===== config.mk =====
export PLATFORM = sky130hd
export DESIGN_NAME = lfu_cache_top
export DESIGN_NICKNAME = d
export VERILOG_FILES = /design/src/lfu_pkg.sv /design/src/lfu_cache_top.sv /design/src/lfu_ctrl.sv /design/src/lfu_datapath.sv
export SDC_FILE = /design/constraint.sdc
export NUM_CORES = 2
export LEC_CHECK = 0
export BUFFER_PORTS_ARGS = -buffer_cell sky130_fd_sc_hd__buf_2
export CORE_ASPECT_RATIO = 0.6
export CORE_MARGIN = 2
export CORE_UTILIZATION = 54
export CTS_BUF_LIST = sky130_fd_sc_hd__clkbuf_4 sky130_fd_sc_hd__clkbuf_8 sky130_fd_sc_hd__clkbuf_16
export CTS_CLUSTER_DIAMETER = 100
export CTS_CLUSTER_SIZE = 10
export DETAILED_ROUTE_END_ITERATION = 8
export GPL_ROUTABILITY_DRIVEN = 0
export PLACE_DENSITY = 0.7
export SYNTH_ARGS = -nofsm -noshare
export SYNTH_HDL_FRONTEND = slang
export SYNTH_SLANG_ARGS = --single-unit

===== constraint.sdc =====
create_clock -name clk -period 18.5 [get_ports clk]
set_clock_uncertainty 0.05 [all_clocks]
set_input_delay 3.7 -clock clk [delete_from_list [all_inputs] [get_ports clk]]
set_output_delay 3.7 -clock clk [all_outputs]
set_load 0.02 [all_outputs]

===== src/lfu_pkg.sv =====
`timescale 1ns / 1ps
// ----------------------------------------------------------------------------
// LFU cache package
// Shared constants, controller state type and the command struct that the
// controller sends to the datapath.
// ----------------------------------------------------------------------------
package lfu_pkg;

    // Storage geometry.
    localparam int ENTRIES    = 16;
    localparam int COUNT_BITS = 16;
    localparam int IDX_W      = (ENTRIES > 1) ? $clog2(ENTRIES) : 1;
    localparam int USED_W     = $clog2(ENTRIES + 1);

    // Field widths fixed by the interface.
    localparam int KEY_W = 32;
    localparam int VAL_W = 32;
    localparam int CAP_W = 5;

    localparam logic [CAP_W-1:0] CAP_RESET = CAP_W'(16);

    // Entry mode codes.
    localparam logic MODE_GET = 1'b0;
    localparam logic MODE_SET = 1'b1;

    // Replacement search: entries are grouped, each group reduced in the
    // lookup cycle and the group winners reduced in the commit cycle.
    localparam int GROUP_SIZE = 8;
    localparam int GROUPS     = (ENTRIES + GROUP_SIZE - 1) / GROUP_SIZE;
    localparam int MKEY_W     = COUNT_BITS + 1;

    localparam logic [COUNT_BITS-1:0] COUNT_MAX = {COUNT_BITS{1'b1}};
    localparam logic [COUNT_BITS-1:0] COUNT_ONE = COUNT_BITS'(1);

    typedef enum logic [1:0] {
        ST_IDLE,
        ST_LOOKUP,
        ST_EXEC
    } lfu_state_t;

    typedef struct packed {
        logic capture;   // latch the incoming item
        logic lookup;    // register match, free slot and group minima
        logic commit;    // update the entries and load the result
    } lfu_cmd_t;

endpackage


===== src/lfu_cache_top.sv =====
`timescale 1ns / 1ps
// Each item passes a lookup step, then a commit step that offers its result; a new item
// is accepted during the commit of the previous one, but not during its lookup. A
// waiting result stalls only the commit.
// Reset: all entries invalid and capacity 16, taking effect at once with no
// clearing pass; keys, values and counts are not reset.
// ----------------------------------------------------------------------------
// LFU cache top level
// Fully associative key/value store with least-frequently-used replacement.
// ----------------------------------------------------------------------------
module lfu_cache_top (
    input  logic                      clk,
    input  logic                      rst_n,
    input  logic                      s_axis_tvalid,
    output logic                      s_axis_tready,
    input  logic [63:0]               s_axis_tdata,  // key [31:0], write_value [63:32]
    input  logic                      s_axis_tuser,  // mode
    output logic                      m_axis_tvalid,
    input  logic                      m_axis_tready,
    output logic [31:0]               m_axis_tdata,  // read_value [31:0]
    output logic                      m_axis_tuser,  // hit
    input  logic                      cfg_we,
    input  logic [lfu_pkg::CAP_W-1:0] cfg_data
);
    import lfu_pkg::*;

    lfu_cmd_t cmd;

    // Sequencing of each item.
    lfu_ctrl u_ctrl (
        .clk        (clk),
        .rst_n      (rst_n),
        .in_tvalid  (s_axis_tvalid),
        .in_tready  (s_axis_tready),
        .out_tvalid (m_axis_tvalid),
        .out_tready (m_axis_tready),
        .cmd        (cmd)
    );

    // Storage, search and result.
    lfu_datapath u_datapath (
        .clk      (clk),
        .rst_n    (rst_n),
        .cmd      (cmd),
        .in_mode  (s_axis_tuser),
        .in_key   (s_axis_tdata[31:0]),
        .in_wval  (s_axis_tdata[63:32]),
        .cfg_we   (cfg_we),
        .cfg_data (cfg_data),
        .out_hit  (m_axis_tuser),
        .out_data (m_axis_tdata)
    );

endmodule


===== src/lfu_ctrl.sv =====
`timescale 1ns / 1ps
// ----------------------------------------------------------------------------
// LFU cache controller
// Sequences each item through lookup and commit and owns the result valid
// flag, so that a new item is taken while the previous result waits.
// ----------------------------------------------------------------------------
module lfu_ctrl (
    input  logic             clk,
    input  logic             rst_n,
    input  logic             in_tvalid,
    output logic             in_tready,
    output logic             out_tvalid,
    input  logic             out_tready,
    output lfu_pkg::lfu_cmd_t cmd
);
    import lfu_pkg::*;

    lfu_state_t state_reg;
    lfu_state_t state_next;
    logic       out_valid_reg;
    logic       out_valid_next;
    logic       can_finish;
    logic       accept;

    // The result slot is free when empty or being taken this cycle.
    assign can_finish = !out_valid_reg || out_tready;
    assign in_tready  = (state_reg == ST_IDLE) || ((state_reg == ST_EXEC) && can_finish);
    assign accept     = in_tvalid && in_tready;
    assign out_tvalid = out_valid_reg;

    // State and result flag registers.
    always_ff @(posedge clk or negedge rst_n)
    begin
        if (!rst_n)
        begin
            state_reg     <= ST_IDLE;
            out_valid_reg <= 1'b0;
        end
        else
        begin
            state_reg     <= state_next;
            out_valid_reg <= out_valid_next;
        end
    end

    // Next state and commands.
    always_comb
    begin
        state_next     = state_reg;
        out_valid_next = out_valid_reg && !out_tready;
        cmd            = '0;
        cmd.capture    = accept;
        case (state_reg)
            ST_IDLE:
            begin
                if (accept)
                begin
                    state_next = ST_LOOKUP;
                end
            end
            ST_LOOKUP:
            begin
                cmd.lookup = 1'b1;
                state_next = ST_EXEC;
            end
            ST_EXEC:
            begin
                if (can_finish)
                begin
                    cmd.commit     = 1'b1;
                    out_valid_next = 1'b1;
                    state_next     = accept ? ST_LOOKUP : ST_IDLE;
                end
            end
            default:
            begin
                state_next = ST_IDLE;
            end
        endcase
    end

    // An item is never taken in the middle of a lookup.
    assert property (@(posedge clk) disable iff (!rst_n)
        (state_reg == ST_LOOKUP) |-> !in_tready)
        else $error("item taken during lookup");

    // A commit always leaves a result waiting.
    assert property (@(posedge clk) disable iff (!rst_n)
        cmd.commit |=> out_valid_reg)
        else $error("commit without result");

    // A commit never overwrites a result that has not been taken.
    assert property (@(posedge clk) disable iff (!rst_n)
        cmd.commit |-> (!out_valid_reg || out_tready))
        else $error("result overwritten");

    // An accepted item always goes on to a lookup.
    assert property (@(posedge clk) disable iff (!rst_n)
        accept |=> (state_reg == ST_LOOKUP))
        else $error("accepted item not looked up");

endmodule


===== src/lfu_datapath.sv =====
`timescale 1ns / 1ps
// ----------------------------------------------------------------------------
// LFU cache datapath
// Entry storage, parallel key match, free slot and least-used search, entry
// update and the result register.
// ----------------------------------------------------------------------------
module lfu_datapath (
    input  logic                      clk,
    input  logic                      rst_n,
    input  lfu_pkg::lfu_cmd_t         cmd,
    input  logic                      in_mode,
    input  logic [lfu_pkg::KEY_W-1:0] in_key,
    input  logic [lfu_pkg::VAL_W-1:0] in_wval,
    input  logic                      cfg_we,
    input  logic [lfu_pkg::CAP_W-1:0] cfg_data,
    output logic                      out_hit,
    output logic [lfu_pkg::VAL_W-1:0] out_data
);
    import lfu_pkg::*;

    localparam int CMP_W = (CAP_W > USED_W) ? CAP_W : USED_W;

    // Item and configuration registers.
    logic                  mode_reg;
    logic [KEY_W-1:0]      ikey_reg;
    logic [VAL_W-1:0]      iwval_reg;
    logic [CAP_W-1:0]      cap_reg;

    // Entry storage.
    logic [ENTRIES-1:0]    valid_reg;
    logic [KEY_W-1:0]      key_reg [ENTRIES];
    logic [VAL_W-1:0]      val_reg [ENTRIES];
    logic [COUNT_BITS-1:0] cnt_reg [ENTRIES];

    // Lookup results.
    logic                  hit_reg;
    logic [IDX_W-1:0]      match_idx_reg;
    logic                  use_free_reg;
    logic [IDX_W-1:0]      free_idx_reg;
    logic [MKEY_W-1:0]     grp_key_reg [GROUPS];
    logic [IDX_W-1:0]      grp_idx_reg [GROUPS];

    // Result register.
    logic                  out_hit_reg;
    logic [VAL_W-1:0]      out_data_reg;

    // Lookup logic.
    logic                  hit_next;
    logic [IDX_W-1:0]      match_idx_next;
    logic                  free_found;
    logic [IDX_W-1:0]      free_idx_next;
    logic [USED_W-1:0]     used;
    logic                  use_free_next;
    logic [MKEY_W-1:0]     grp_key_next [GROUPS];
    logic [IDX_W-1:0]      grp_idx_next [GROUPS];

    // Commit logic.
    logic [MKEY_W-1:0]     best_key;
    logic [IDX_W-1:0]      best_idx;
    logic [IDX_W-1:0]      slot;

    // Capture the item and the capacity register.
    always_ff @(posedge clk)
    begin
        if (cmd.capture)
        begin
            mode_reg  <= in_mode;
            ikey_reg  <= in_key;
            iwval_reg <= in_wval;
        end
    end

    always_ff @(posedge clk or negedge rst_n)
    begin
        if (!rst_n)
        begin
            cap_reg <= CAP_RESET;
        end
        else if (cfg_we)
        begin
            cap_reg <= cfg_data;
        end
    end

    // Key match, first free entry and occupancy.
    always_comb
    begin
        hit_next       = 1'b0;
        match_idx_next = '0;
        free_found     = 1'b0;
        free_idx_next  = '0;
        used           = '0;
        for (int i = ENTRIES - 1; i >= 0; i--)
        begin
            if (valid_reg[i] && (key_reg[i] == ikey_reg))
            begin
                hit_next       = 1'b1;
                match_idx_next = IDX_W'(i);
            end
            if (!valid_reg[i])
            begin
                free_found    = 1'b1;
                free_idx_next = IDX_W'(i);
            end
        end
        for (int i = 0; i < ENTRIES; i++)
        begin
            used = used + USED_W'(valid_reg[i]);
        end
        // A capacity of zero behaves as one; any free entry means used < ENTRIES.
        if (cap_reg == '0)
        begin
            use_free_next = free_found && (used == '0);
        end
        else
        begin
            use_free_next = free_found && (CMP_W'(used) < CMP_W'(cap_reg));
        end
    end

    // Least-used candidate of each group; invalid entries sort last.
    always_comb
    begin
        for (int g = 0; g < GROUPS; g++)
        begin
            grp_key_next[g] = {MKEY_W{1'b1}};
            grp_idx_next[g] = IDX_W'(g * GROUP_SIZE);
            for (int j = 0; j < GROUP_SIZE; j++)
            begin
                if ((g * GROUP_SIZE + j) < ENTRIES)
                begin
                    if ({!valid_reg[g * GROUP_SIZE + j], cnt_reg[g * GROUP_SIZE + j]}
                        < grp_key_next[g])
                    begin
                        grp_key_next[g] = {!valid_reg[g * GROUP_SIZE + j],
                                           cnt_reg[g * GROUP_SIZE + j]};
                        grp_idx_next[g] = IDX_W'(g * GROUP_SIZE + j);
                    end
                end
            end
        end
    end

    always_ff @(posedge clk)
    begin
        if (cmd.lookup)
        begin
            hit_reg       <= hit_next;
            match_idx_reg <= match_idx_next;
            use_free_reg  <= use_free_next;
            free_idx_reg  <= free_idx_next;
            for (int g = 0; g < GROUPS; g++)
            begin
                grp_key_reg[g] <= grp_key_next[g];
                grp_idx_reg[g] <= grp_idx_next[g];
            end
        end
    end

    // Final least-used winner and target slot of a set.
    always_comb
    begin
        best_key = grp_key_reg[0];
        best_idx = grp_idx_reg[0];
        for (int g = 1; g < GROUPS; g++)
        begin
            if (grp_key_reg[g] < best_key)
            begin
                best_key = grp_key_reg[g];
                best_idx = grp_idx_reg[g];
            end
        end
        if (hit_reg)
        begin
            slot = match_idx_reg;
        end
        else if (use_free_reg)
        begin
            slot = free_idx_reg;
        end
        else
        begin
            slot = best_idx;
        end
    end

    // Entry update on commit.
    always_ff @(posedge clk or negedge rst_n)
    begin
        if (!rst_n)
        begin
            valid_reg <= '0;
        end
        else if (cmd.commit && (mode_reg == MODE_SET))
        begin
            valid_reg[slot] <= 1'b1;
        end
    end

    always_ff @(posedge clk)
    begin
        if (cmd.commit)
        begin
            if (mode_reg == MODE_SET)
            begin
                key_reg[slot] <= ikey_reg;
                val_reg[slot] <= iwval_reg;
                cnt_reg[slot] <= COUNT_ONE;
            end
            else if (hit_reg && (cnt_reg[match_idx_reg] != COUNT_MAX))
            begin
                cnt_reg[match_idx_reg] <= cnt_reg[match_idx_reg] + COUNT_ONE;
            end
        end
    end

    // Result register: only a get hit returns data.
    always_ff @(posedge clk)
    begin
        if (cmd.commit)
        begin
            out_hit_reg  <= (mode_reg == MODE_GET) && hit_reg;
            out_data_reg <= ((mode_reg == MODE_GET) && hit_reg) ? val_reg[match_idx_reg] : '0;
        end
    end

    assign out_hit  = out_hit_reg;
    assign out_data = out_data_reg;

endmodule


==> summary.md <==
| Metric | Value |
|---|---|
| Status | `finished clean` |
| Initial core utilization | `54.4%` |
| VDD IR-drop max | `0.0846 mV` |
| Critical path launch point | `u_datapath.valid_reg[9]` |
| Largest net degree at the start of global routing | `129` |
| Final setup vio count | `0` |
| Total grt overflow | `0` |
| Top-area cell type share of the netlist area | `65.0%` |
| Drt total wl | `178 mm` |
| First-pass GRT wire length | `256 mm` |
| Pre-CTS setup slack | `0.805 ns` |
| DRC viols | `0` |
| CTS tree | `done` |
| Max-slew headroom | `7.15%` |
| Fin crit period | `17.36 ns` |
| Hold_buf cts | `0` |
| Iter 0 DRT Violations | `4857` |
| Total vias in the final route | `37700` |
| Most common flop cell mapped by yosys | `edfxtp_1` |
| CP top delay family | `compound AO/OA/AOI/OAI gates` |
| Static Leak | `25.6 nW` |
| Clk root buf | `clkbuf_16` |
| Async set-reset flop share out of synthesis | `1.65%` |
| Post-synth cell types | `82` |
| Commonest non-fill, non-tap cell in the layout | `edfxtp_1` |
| Worst r2r path cells | `67` |
| CP peak stage delay | `0.91 ns` |
| Core Rows | `99` |
| Startpoint Class | `register` |
| Worst r2r src | `u_datapath.valid_reg[9]` |
| Commonest non-fill, non-tap cells in the layout | `edfxtp_1, xnor2_1, inv_1` |
| Crit Path Max Fanout | `36` |
| Vias/cell | `6.31` |
| Antenna Nets Post-Route | `0` |
| Filler Cell Count | `8829` |
| Register area share after synthesis | `65.9%` |
| Avg Inst Size Synth | `16.2 sq um` |
| Final period utilization | `93.8%` |
| Initial antenna violation count | `9` |
| Critical Path RT | `18.97 ns` |
| Die width | `455 microns` |
| Synthesis Warnings | `0` |
| Clock slew at reported path FFs | `0.06 ns` |
| Final Hold Viols | `0` |
| Cell Pwr Density | `111 nW/um^2` |
| Max Slew Vio Count | `0` |
| Routed WL per cell | `29.8 microns` |
| DP HPWL | `114 mm` |
| Setup_tns | `0 ns` |
| Worst Tran Pin Value | `1.39 ns` |
| Worst path slowest cell | `o21bai_2` |
| Max Buffers Root-to-Sink | `3` |
| Number of CTS-inserted buffers | `163` |
| CP Capture Type | `register` |
| Clock Sinks | `1452` |
| Worst setup margin | `1.14 ns` |
| Area leader, netlist | `edfxtp_1` |
| Reg2reg end | `u_datapath.grp_key_reg[0][17]` |
| Clock latency on the worst-skew pair | `0.80 ns` |
| Share of layout cells above drive strength 1 | `18.9%` |
| Core Footprint | `121000 sq um` |
| GRT Overall Usage | `28.7%` |
| Nets | `4638` |
| H-tree levels | `4` |
| Post-synth EDFFs | `1428` |
| I/O pin total | `110` |
| Vias in the first global route | `35900` |
| CP Capture Point | `u_datapath.grp_key_reg[0][17]` |
| Worst R2R Setup Slack | `1.14 ns` |
| Number of synthesized register bits | `1452` |
| Synthesized cell area | `66000 sq um` |
| Post-Syn Nets | `4408` |
| Top cell by count, worst path | `ha_1` |
| RSZ-0062 raised after global routing | `no` |
| DIE AREA | `125000 sq um` |
| Die height | `275 microns` |
| Top cells by area, synth | `edfxtp_1, mux4_2, xnor2_1, ha_1, xor2_1` |
| Worst path arrival time | `17.83 ns` |
| PortBufs | `109` |
| Syn Inst Count | `4083` |
| Max cap viols | `0` |
| Drt pass-1 iters | `7` |
| N_diodes | `0` |
| Area Overhead vs Synth | `11.8%` |
| Buffer and inverter count on the worst path | `9` |
| Min-Delay Path Class | `reg -> reg` |
| Fmax | `57.6 MHz` |
| Stages on worst setup path | `67` |
| Critical setup path kind | `reg -> reg` |
[final cells by class]
class                   instances  area (sq um)  area share (%)
clock buffers                 204          4400            5.97
clock inverters                15           308           0.417
inverters                     244           916            1.24
repair buffers                227          1440            1.96
multi-input cells            2225         21200            28.7
flip-flops and latches       1452         43500            58.9
well taps                    1616          2020            2.74
[timing repair]
| item | 4_1_cts | 5_1_grt |
|---|---|---|
| buffers inserted | 0 | 9 |
| setup endpoints to repair | 0 | 40 |
| resized for setup | 0 | 9 |
| endpoints found under the hold margin | 0 | 0 |
[where the power goes]
group | internal (mW) | leakage, nW | switching [mW]
registers | 3.71 | 13.1 | 0.0625
logic | 0.601 | 10.1 | 0.901
clock network | 1.67 | 2.33 | 1.27
total | 5.98 | 25.6 | 2.23
[stage by stage]
step           cell area (sq um)  total power, mW  hold WS [ns]  cells  utilization (%)
6_report                   73800             8.21         0.456   5983             60.8
5_1_grt                    73800             8.51         0.487   5983             60.8
4_1_cts                    73700             8.20         0.459   5974             60.7
3_5_place_dp               69000             5.27         0.446   5755             56.8
3_3_place_gp               69000             5.25         0.440   5755             56.8
2_1_floorplan              66000             4.84         0.437   4083                -
[worst min-delay path by stage]
stage	slack, ns	startpoint	to	depth (start not counted)
after floorplan	0.44	u_datapath.cap_reg[4]	u_datapath.cap_reg[4]	2
after global placement	0.44	u_datapath.valid_reg[14]	u_datapath.valid_reg[14]	2
after detailed placement	0.45	u_datapath.valid_reg[14]	u_datapath.valid_reg[14]	2
after CTS	0.46	u_datapath.valid_reg[14]	u_datapath.valid_reg[14]	2
after global routing	0.49	u_datapath.valid_reg[14]	u_datapath.valid_reg[14]	2
final	0.46	u_datapath.valid_reg[14]	u_datapath.valid_reg[14]	2
[synthesized netlist by cell type (19+ instances only)]
master,number
a21o_1,60
inv_1,243
mux4_2,240
and2_1,38
nor3_1,19
nand4_1,137
nor4_1,52
xnor2_1,389
xor2_1,139
clkbuf_1,116
nand3_1,40
a211oi_1,24
edfxtp_1,1428
mux2i_1,82
dfrtp_1,23
o21ai_0,101
buf_1,26
nor2_1,140
nand2b_1,21
ha_1,240
mux2_2,59
nor2b_1,32
a21oi_1,128
nand2_1,102
[kinds of logic after synthesis]
logic type                 share of synthesized area (%)
AOI/OAI and AO/OA                                   4.05
xor gates and xnor gates                            7.01
adders and majority gates                           4.88
buffers and inverters                               2.38
DFF                                                 65.9
muxes                                               10.6
and+or+nand+nor                                     5.15
[tightest hold or removal path, stage by stage, from the launching register on]
cell     delay, ns
dfrtp_1       0.34
inv_1         0.06
o21ai_0       0.07
[metal layers]
metal  vias up  wire (microns)  GRT usage, %
met5         -              39             0
met4         6            3840          7.56
met3       250           25100          11.0
met2      2305           70900          37.2
met1     19100           78200          45.0
li1      16100               -             -
Note: power is estimated with default switching activity, not from simulation.
